`src/rtl/core/ils_pkg.sv`:
```
package ils_pkg;

   localparam int DATA_WIDTH    = 32;
   localparam int DEFAULT_DEPTH = 64;
   localparam int POS_WIDTH     = 8;
   localparam int ACTION_WIDTH  = 3;
   localparam int STATUS_WIDTH  = 2;

   typedef enum logic [ACTION_WIDTH-1:0] {
      ACT_READ       = 3'd0,
      ACT_INS_HEAD   = 3'd1,
      ACT_INS_TAIL   = 3'd2,
      ACT_INS_BEFORE = 3'd3,
      ACT_DELETE     = 3'd4
   } action_type;

   typedef enum logic [STATUS_WIDTH-1:0] {
      ST_DONE  = 2'd0,
      ST_RANGE = 2'd1,
      ST_FULL  = 2'd2
   } status_type;

   typedef struct packed {
      logic                  ins_en;
      logic                  del_en;
      logic [DATA_WIDTH-1:0] value;
   } cell_cmd_type;

endpackage

```
`src/rtl/core/ils_cell.sv`:
```
module ils_cell #(
   parameter int INDEX = 0,
   parameter int IDX_W = 6
) (
   input  logic                           clock,
   input  ils_pkg::cell_cmd_type          cmd,
   input  logic [IDX_W-1:0]               at,
   input  logic [ils_pkg::DATA_WIDTH-1:0] left_data,
   input  logic [ils_pkg::DATA_WIDTH-1:0] right_data,
   output logic [ils_pkg::DATA_WIDTH-1:0] data_out
);
   import ils_pkg::*;

   localparam logic [IDX_W-1:0] MY_IDX = IDX_W'(INDEX);

   logic [DATA_WIDTH-1:0] data_ff;
   logic [DATA_WIDTH-1:0] data_in;

   always_comb begin
      data_in = data_ff;
      if (cmd.ins_en) begin
         if (MY_IDX > at) begin
            data_in = left_data;
         end else if (MY_IDX == at) begin
            data_in = cmd.value;
         end
      end else if (cmd.del_en) begin
         if (MY_IDX >= at) begin
            data_in = right_data;
         end
      end
   end

   always_ff @(posedge clock) begin
      data_ff <= data_in;
   end

   assign data_out = data_ff;

endmodule

```
`config.mk`:
```
export PLATFORM = sky130hd
export DESIGN_NAME = ils_cell
export DESIGN_NICKNAME = d
export VERILOG_FILES = /design/src/rtl/core/ils_pkg.sv /design/src/rtl/core/ils_cell.sv
export SDC_FILE = /design/constraint.sdc
export NUM_CORES = 1
export LEC_CHECK = 0
export ABC_AREA = 0
export BUFFER_PORTS_ARGS = -buffer_cell sky130_fd_sc_hd__buf_4
export CORE_UTILIZATION = 35
export DETAILED_ROUTE_END_ITERATION = 8
export GPL_ROUTABILITY_DRIVEN = 0
export PLACE_DENSITY = 0.83
export SLEW_MARGIN = 25
export SYNTH_ARGS = -nofsm -noshare
export SYNTH_HDL_FRONTEND = slang
export SYNTH_SLANG_ARGS = --single-unit
```
`constraint.sdc`:
```
create_clock -name clock -period 4.9 [get_ports clock]
set_clock_uncertainty 0.2 [all_clocks]
set_input_delay 1.47 -clock clock [delete_from_list [all_inputs] [get_ports clock]]
set_output_delay 1.47 -clock clock [all_outputs]
set_load 0.005 [all_outputs]
```
==> results_dict.tcl <==
set metrics [dict create \
    status "finished, final reports clean" \
    finalCritPeriodShare 0.674 \
    wl_um 3130 \
    fin_total_pwr_uw 558 \
    powerDensity_mw_per_mm2 245 \
    rsz0062_at_grt "false" \
    cts_resized 0 \
    h-tree-depth 2 \
    fp.coreArea_mm2 0.00372 \
    hold_class "primary input to flip-flop" \
    postCtsSetupRepairBufs 0 \
    min_from "right_data[20]" \
    rows 22 \
    ioPinCount 137 \
    finalCriticalPeriod_ns 3.30 \
    path_class "primary input to flip-flop" \
    largest_register_ff_count 32 \
    wl_per_cell_um 13.9 \
    max_slew_margin 0.567 \
    vias 1018 \
    grt_max_degree 34 \
    cp_data_required_time_ns 4.65 \
    cp.arrival_ns 3.05 \
    dp_hpwl_um 2430 \
    cp_max_fo 23 \
    final-hold-violation-count 0 \
    hold_depth 2 \
    netlist.area_leader.share 0.698 \
    path_clk_slew_ns 0.06 \
    initial_utilization 0.370 \
    drive_gt1_frac 0.785 \
    clockBufferDepth 2 \
    grt_overflow 0 \
    ant_nets 0 \
    cts_tree "yes" \
    fin_nets 284 \
    grtUsageTotal 0.161 \
    synth_nets 176 \
    ys_top_cells_by_area "edfxtp_1 70%, mux2_2 22%, mux2_1 4.1%" \
    cts_hold_buf 0 \
    clockRootBuffer "clkbuf_8" \
    syn2layout_area_growth_pct 65.3 \
    die_w_um 64.7 \
    dr.pass1.iters 2 \
    die_y_um 64.7 \
    yosys_warnings 0 \
    yosysTopAreaCell "edfxtp_1" \
    die-area_mm2 0.00419 \
    critPathCaptureType "flip-flop" \
    synth.avg_cell_area_um2 19.4 \
    drt_iter0_drc 26 \
    fill_cells 288 \
    viasPerCell 4.52 \
    route.detailed.drc 0 \
    fmax_ghz 0.303 \
    tns_ns 0 \
    synth-seq-cells 32 \
    antenna_cells 0 \
    setup_violations 0 \
    ys_types 8 \
    grt_pass1_vias 1091 \
    antenna_found_initial 0 \
    drv_slew 0 \
    critPathLaunchType "primary input" \
    grt_pass1_wl_um 4820 \
    leakage_nw 0.962 \
    irDropWorstVdd_v 0.000191 \
    synth_area_mm2 0.00138 \
    cts_buffers 5 \
    netlist_instances 71 \
    cts_sinks 32 \
    tightestPinTransition_ns 0.644 \
    port_buffers 104 \
    ys_seq_area_frac 0.698 \
    crit_path_start "at[2]" \
    cap_violations 0 \
]
## per-layer routing
layer  up-vias  track usage  share of wire
li1        491            -              -
met1       454        0.159           0.35
met2        67        0.276           0.52
met3         6       0.0669           0.11
met4         0        0.100          0.019
met5         -            0              0
## critical path: stages
cell    delay [ns]
buf_4         0.11
or4_4         0.54
nor4_4        0.50
buf_4         0.42
## per-stage QoR
step           area, um^2  cells  worst slack, ns   util  hold slack [ns]
2_1_floorplan        1380     71            0.490      -             1.47
3_3_place_gp         2210    220             1.29  0.594             1.56
3_5_place_dp         2210    220             1.28  0.594             1.56
4_1_cts              2270    225             1.57  0.612             1.27
5_1_grt              2270    225             1.47  0.612             1.27
6_report             2270    225             1.60  0.612             1.28
## final cells by class
cell class | count | area, um^2 | area share
clock buffers | 5 | 68.8 | 0.0303
well taps | 48 | 60.1 | 0.0264
multi-input cells | 35 | 397 | 0.174
repair buffers | 105 | 788 | 0.347
flip-flops and latches | 32 | 961 | 0.422
## final timing paths
path                                endpoint  slack (ns)
worst max-delay path   data_out[6]$_DFFE_PP_        1.60
worst min-delay path  data_out[20]$_DFFE_PP_        1.28
## cell families (layout without fill, tap and decap cells)
family	Yosys count	count (layout)	synth area share
mux	32	32	0.262
flops	32	32	0.698
buf+inv	4	110	0.0200
simple gates	3	3	0.0200
## synthesized netlist by cell type (all sizes together)
cell and count:
nor4 1, edfxtp 32, or4 1, mux2 32, buf 4, nor2 1
## cell usage in the layout (no fill, tap or decap)
cell type | netlist | layout
edfxtp_1 | 32 | 32
clkbuf_8 | 0 | 5
mux2_2 | 27 | 27
mux2_1 | 5 | 5
buf_4 | 3 | 105
or4_4 | 1 | 1
nor4_4 | 0 | 1
nor2_1 | 1 | 1
## where the power goes
group	total (mW)	switching (mW)	internal, mW
clock network	0.174	0.0830	0.0912
registers	0.307	0.000687	0.306
logic	0.0771	0.0206	0.0566
total	0.558	0.104	0.454
Power figures use the tool's default switching activity.
