`config.mk`:
```
export PLATFORM = sky130hd
export DESIGN_NAME = ils_ctrl
export DESIGN_NICKNAME = d
export VERILOG_FILES = /design/src/rtl/core/ils_pkg.sv /design/src/rtl/core/ils_ctrl.sv
export SDC_FILE = /design/constraint.sdc
export NUM_CORES = 1
export LEC_CHECK = 0
export ABC_AREA = 1
export BUFFER_PORTS_ARGS = -buffer_cell sky130_fd_sc_hd__buf_2
export CAP_MARGIN = 20
export CORE_UTILIZATION = 30
export CTS_BUF_LIST = sky130_fd_sc_hd__clkbuf_8
export CTS_CLUSTER_DIAMETER = 200
export DETAILED_ROUTE_END_ITERATION = 7
export HOLD_SLACK_MARGIN = 0.05
export PLACE_DENSITY = 0.65
export REMOVE_ABC_BUFFERS = 1
export SLEW_MARGIN = 20
export SYNTH_ARGS = -nofsm -noshare
export SYNTH_HDL_FRONTEND = slang
export SYNTH_SLANG_ARGS = --single-unit
```
`constraint.sdc`:
```
create_clock -name clock -period 5.7 [get_ports clock]
set_input_delay 1.14 -clock clock [delete_from_list [all_inputs] [get_ports clock]]
set_output_delay 1.14 -clock clock [all_outputs]
set_load 0.005 [all_outputs]
```
`src/rtl/core/ils_pkg.sv`:
```
package ils_pkg;

   localparam int DATA_WIDTH    = 32;
   localparam int DEFAULT_DEPTH = 64;
   localparam int POS_WIDTH     = 8;
   localparam int ACTION_WIDTH  = 3;
   localparam int STATUS_WIDTH  = 2;

   typedef enum logic [ACTION_WIDTH-1:0] {
      ACT_READ       = 3'd0,
      ACT_INS_HEAD   = 3'd1,
      ACT_INS_TAIL   = 3'd2,
      ACT_INS_BEFORE = 3'd3,
      ACT_DELETE     = 3'd4
   } action_type;

   typedef enum logic [STATUS_WIDTH-1:0] {
      ST_DONE  = 2'd0,
      ST_RANGE = 2'd1,
      ST_FULL  = 2'd2
   } status_type;

   typedef struct packed {
      logic                  ins_en;
      logic                  del_en;
      logic [DATA_WIDTH-1:0] value;
   } cell_cmd_type;

endpackage

```
`src/rtl/core/ils_ctrl.sv`:
```
module ils_ctrl #(
   parameter int DEPTH = ils_pkg::DEFAULT_DEPTH,
   parameter int IDX_W = $clog2(DEPTH),
   parameter int CNT_W = $clog2(DEPTH + 1)
) (
   input  logic                             clock,
   input  logic                             reset,
   input  logic                             start,
   input  logic [ils_pkg::ACTION_WIDTH-1:0] action,
   input  logic [ils_pkg::POS_WIDTH-1:0]    position,
   input  logic [ils_pkg::DATA_WIDTH-1:0]   value,
   input  logic [ils_pkg::DATA_WIDTH-1:0]   read_data,
   output ils_pkg::cell_cmd_type            cmd,
   output logic [IDX_W-1:0]                 at,
   output logic                             rsp_strobe,
   output logic [ils_pkg::DATA_WIDTH-1:0]   rsp_read_value,
   output logic [ils_pkg::STATUS_WIDTH-1:0] rsp_status,
   output logic [CNT_W-1:0]                 rsp_count
);
   import ils_pkg::*;

   localparam int CMP_W = ((CNT_W > POS_WIDTH) ? CNT_W : POS_WIDTH) + 1;
   localparam logic [CNT_W-1:0] DEPTH_CNT = CNT_W'(DEPTH);

   logic [CNT_W-1:0]        count_ff;
   logic [CNT_W-1:0]        count_in;
   logic                    strobe_ff;
   logic [DATA_WIDTH-1:0]   read_value_ff;
   logic [DATA_WIDTH-1:0]   read_value_in;
   status_type              status_ff;
   status_type              status_in;
   logic signed [CMP_W-1:0] pos_s;
   logic signed [CMP_W-1:0] cnt_s;
   logic                    in_range;
   logic                    full;

   assign pos_s    = {{(CMP_W - POS_WIDTH){position[POS_WIDTH-1]}}, position};
   assign cnt_s    = {{(CMP_W - CNT_W){1'b0}}, count_ff};
   assign in_range = !pos_s[CMP_W-1] && (pos_s < cnt_s);
   assign full     = (count_ff >= DEPTH_CNT);

   always_comb begin
      cmd           = '0;
      cmd.value     = value;
      at            = pos_s[IDX_W-1:0];
      count_in      = count_ff;
      status_in     = ST_DONE;
      read_value_in = '1;
      case (action)
         ACT_READ: begin
            if (in_range) begin
               read_value_in = read_data;
            end else begin
               status_in = ST_RANGE;
            end
         end
         ACT_INS_HEAD: begin
            at = '0;
            if (full) begin
               status_in = ST_FULL;
            end else begin
               cmd.ins_en = start;
               count_in   = count_ff + 1'b1;
            end
         end
         ACT_INS_TAIL: begin
            at = count_ff[IDX_W-1:0];
            if (full) begin
               status_in = ST_FULL;
            end else begin
               cmd.ins_en = start;
               count_in   = count_ff + 1'b1;
            end
         end
         ACT_INS_BEFORE: begin
            if (pos_s[CMP_W-1]) begin
               at = '0;
            end
            if (pos_s > cnt_s) begin
               status_in = ST_RANGE;
            end else if (full) begin
               status_in = ST_FULL;
            end else begin
               cmd.ins_en = start;
               count_in   = count_ff + 1'b1;
            end
         end
         ACT_DELETE: begin
            if (in_range) begin
               cmd.del_en = start;
               count_in   = count_ff - 1'b1;
            end else begin
               status_in = ST_RANGE;
            end
         end
         default: begin
            status_in = ST_DONE;
         end
      endcase
   end

   always_ff @(posedge clock) begin
      if (reset) begin
         count_ff  <= '0;
         strobe_ff <= 1'b0;
      end else begin
         strobe_ff <= start;
         if (start) begin
            count_ff <= count_in;
         end
      end
      if (start) begin
         read_value_ff <= read_value_in;
         status_ff     <= status_in;
      end
   end

   assign rsp_strobe     = strobe_ff;
   assign rsp_read_value = read_value_ff;
   assign rsp_status     = status_ff;
   assign rsp_count      = count_ff;

endmodule
```
==> reports/qor.csv <==
stage,metric,value,unit
final_layout,Final Util,0.369,
grt,GRT Resource Usage Total,0.152,
synthesis,top-area cell type share of the netlist area,0.410,
clock_tree,CTS tree,built,
floorplan,Core Rows,32,
timing,pins over their slew limit,0,
timing,skew final,7.68,ps
synthesis,yosys warns,0,
timing,f_max,258,MHz
synthesis,Post-synth EDFFs,34,
synthesis,"top cells by area, synth","edfxtp_1 (41%), nand2_1 (11%), buf_4 (9.9%), inv_1 (9.3%), ha_1 (7.0%)",
detailed_routing,via/cell ratio,4.43,
detailed_routing,wire per inst,14.4,µm
detailed_routing,ANT nets after route,0,
grt,GRT overflow,0,
synthesis,largest family of logic cells by synthesized area,buffers and inverters,
setup_path,required time worst endpoint,4560,ps
clock_tree,"Setup Fix Bufs, Post-CTS",0,
flow_run,Max-Cap Viols,0,
detailed_routing,Residual DRC,0,
clock_tree,clock tree buffer depth,2,
setup_path,CP max stage delay,330,ps
floorplan,Initial Util,0.316,
synthesis,Async SR Flop Fraction,0,
synthesis,"count leader, synth",nand2_1,
setup_path,most frequent CP cell,nor2_1,
detailed_routing,Iter 0 DRT Violations,67,
place,HPWL after DPL,5220,µm
power_and_ir_drop,Max IR drop VDD,72.9,µV
timing,Least-Margin Pin Slew,792,ps
power_and_ir_drop,total power divided by cell area,213,mW/mm²
synthesis,Post-synth top cells,"nand2_1 (72), inv_1 (62), edfxtp_1 (34)",
setup_path,slowest cell on the critical path,ha_1,
timing,Tcrit/Tclk final,0.680,
floorplan,Die W,93.2,µm
timing,Final Hold Fails,0,
setup_path,critical path type,in -> out,
synthesis,"Seq/Total Area, Yosys",0.474,
setup_path,CP bufs+invs,3,
clock_tree,Hold Buf Count CTS,0,
clock_tree,Resize count post-CTS,0,
setup_path,"CP delay by family, top",adder cells,
floorplan,I/O pin count,160,
synthesis,Post-Synth Adder-Cell Area,0.0783,
timing,RSZ-0062 raised after global routing,false,
hold_path,HP Class,reg -> reg,
clock_tree,Root Buffer Master,clkbuf_8,
synthesis,multiplexer share of the synthesized area,0,
synthesis,Simple-Gate Fraction of Synth Area,0.189,
clock_tree,H-tree depth,2,
final_layout,Nets,453,
setup_path,Crit. End Element,primary output,
setup_path,WP data arrival,2730,ps
grt,first-pass GRT wire length,9750,µm
place,Placer Congestion,0.812,
synthesis,cell taking the most area after synthesis,edfxtp_1,
final_layout,layout cells sized above 1,0.302,
synthesis,Mean Syn Cell Area,8.45,µm²
synthesis,Synth cell types,23,
place,port bufs,95,
synthesis,complex-gate fraction of the synthesized area,0.0502,
clock_tree,Clock Latency Late Sink,290,ps
power_and_ir_drop,P_leak,1.35,nW
grt,largest net degree at the start of global routing,37,
detailed_routing,drt first pass iters,4,
final_layout,number of diodes,0,
floorplan,core box area,0.00789,mm²
grt,initial antenna violation count,0,
floorplan,die area,0.00868,mm²
synthesis,Post-Synthesis Cells,295,
grt,vias in the first global route,1818,
clock_tree,CTS sink cnt,42,
detailed_routing,vias post-DR,2052,
synthesis,Mapped Area,0.00249,mm²
synthesis,post-synthesis xor/xnor area fraction,0.00351,
setup_path,CP max FO,2,
final_layout,P&R area growth vs syn,16.8,%
timing,Sum Neg Setup Slack,0,ps
synthesis,top_reg_cell synth,edfxtp_1,
timing,final setup fails,0,
power_and_ir_drop,Total Power,621,µW
synthesis,post-synthesis register bit count,42,
floorplan,Die Y,93.2,µm
setup_path,CP cell instances,"buf_2, ha_1, inv_1, nor2_1, nor2_1, o21ai_0, a21oi_1, ha_1, a31o_2, nor2_1, buf_2",
detailed_routing,Total Routed Length,6650,µm
clock_tree,Worst-path clk slew,80,ps
outcome,status,finished clean,
timing,"Min Clock Period, post-route",3870,ps
timing,Slew headroom,0.472,
setup_path,Setup crit start kind,primary input,
clock_tree,TritonCTS buffer count,5,
[path summary, 6_finish.rpt]
check / start / to / slack [ps] / cells past startpoint
max reg2reg: rsp_count[1] / rsp_read_value[26] / 3140 / 11
min reg2reg: rsp_count[4] / rsp_count[4] / 550 / 2
min: rsp_count[4] / rsp_count[4] / 550 / 2
max: position[1] / cmd[33] / 1830 / 11
[cell families after synthesis]
family	count (synthesis)
simple gates	115
flops	42
compound gates	22
fa+ha+maj	15
xor+xnor	1
buf+inv	100
[metrics by stage]
| stage | cell area, µm² | std cells | hold WS, ps | setup slack (ps) |
|---|---|---|---|---|
| 2_1_floorplan | 2220 | 258 | 523 | 2170 |
| 3_3_place_gp | 2820 | 455 | 536 | 1830 |
| 3_5_place_dp | 2830 | 455 | 539 | 1820 |
| 4_1_cts | 2910 | 463 | 553 | 1820 |
| 5_1_grt | 2910 | 463 | 589 | 1710 |
| 6_report | 2910 | 463 | 548 | 1830 |
[metal layers]
metal / wire length [µm] / share of wire / vias up / global-route usage
met4: 78 / 0.012 / 4 / 0.0449
met5: 109 / 0.016 / - / 0.103
li1: - / - / 1017 / -
met1: 2910 / 0.44 / 902 / 0.188
met3: 1030 / 0.15 / 10 / 0.111
met2: 2520 / 0.38 / 119 / 0.197
[worst register-to-register path, stage by stage, from the launching register on]
cell	delay, ps
dfxtp_1	410
inv_1	120
ha_1	300
inv_1	60
nor2_1	30
nor2_1	100
o21ai_0	90
a21oi_1	150
ha_1	210
nand2_1	100
nor2_4	560
nand2_1	140
[flip-flops by register name (all words and copies together) (netlist names)]
register	cells
rsp_strobe	1
rsp_read_value	32
rsp_status	2
rsp_count	7
[cell type report]
type,count,area (µm²)
clock inverters,3,13.8
repair buffers,95,475
multi-input cells,153,808
fillers,835,4980
well taps,102,128
flip-flops and latches,42,1180
clock buffers,5,68.8
inverters,63,236
[where the power goes]
part	internal (mW)	total, mW	switching (mW)
clock network	0.0831	0.180	0.0968
registers	0.337	0.342	0.00535
logic	0.0417	0.0987	0.0569
[placed cells by master, fill, tap and decap left out, drive strengths merged]
master and count:
a21oi 12, xor2 1, o22ai 6, edfxtp 34, nand3b 2, nor2 24, nand2 74, clkinv 2
inv 64, buf 95, o21ai 3, ha 14, nand4 2, fa 1, dfxtp 8, a31o 1
nand3 12, or2 1, clkbuf 5
No activity file was read; power rests on OpenSTA's default activity.
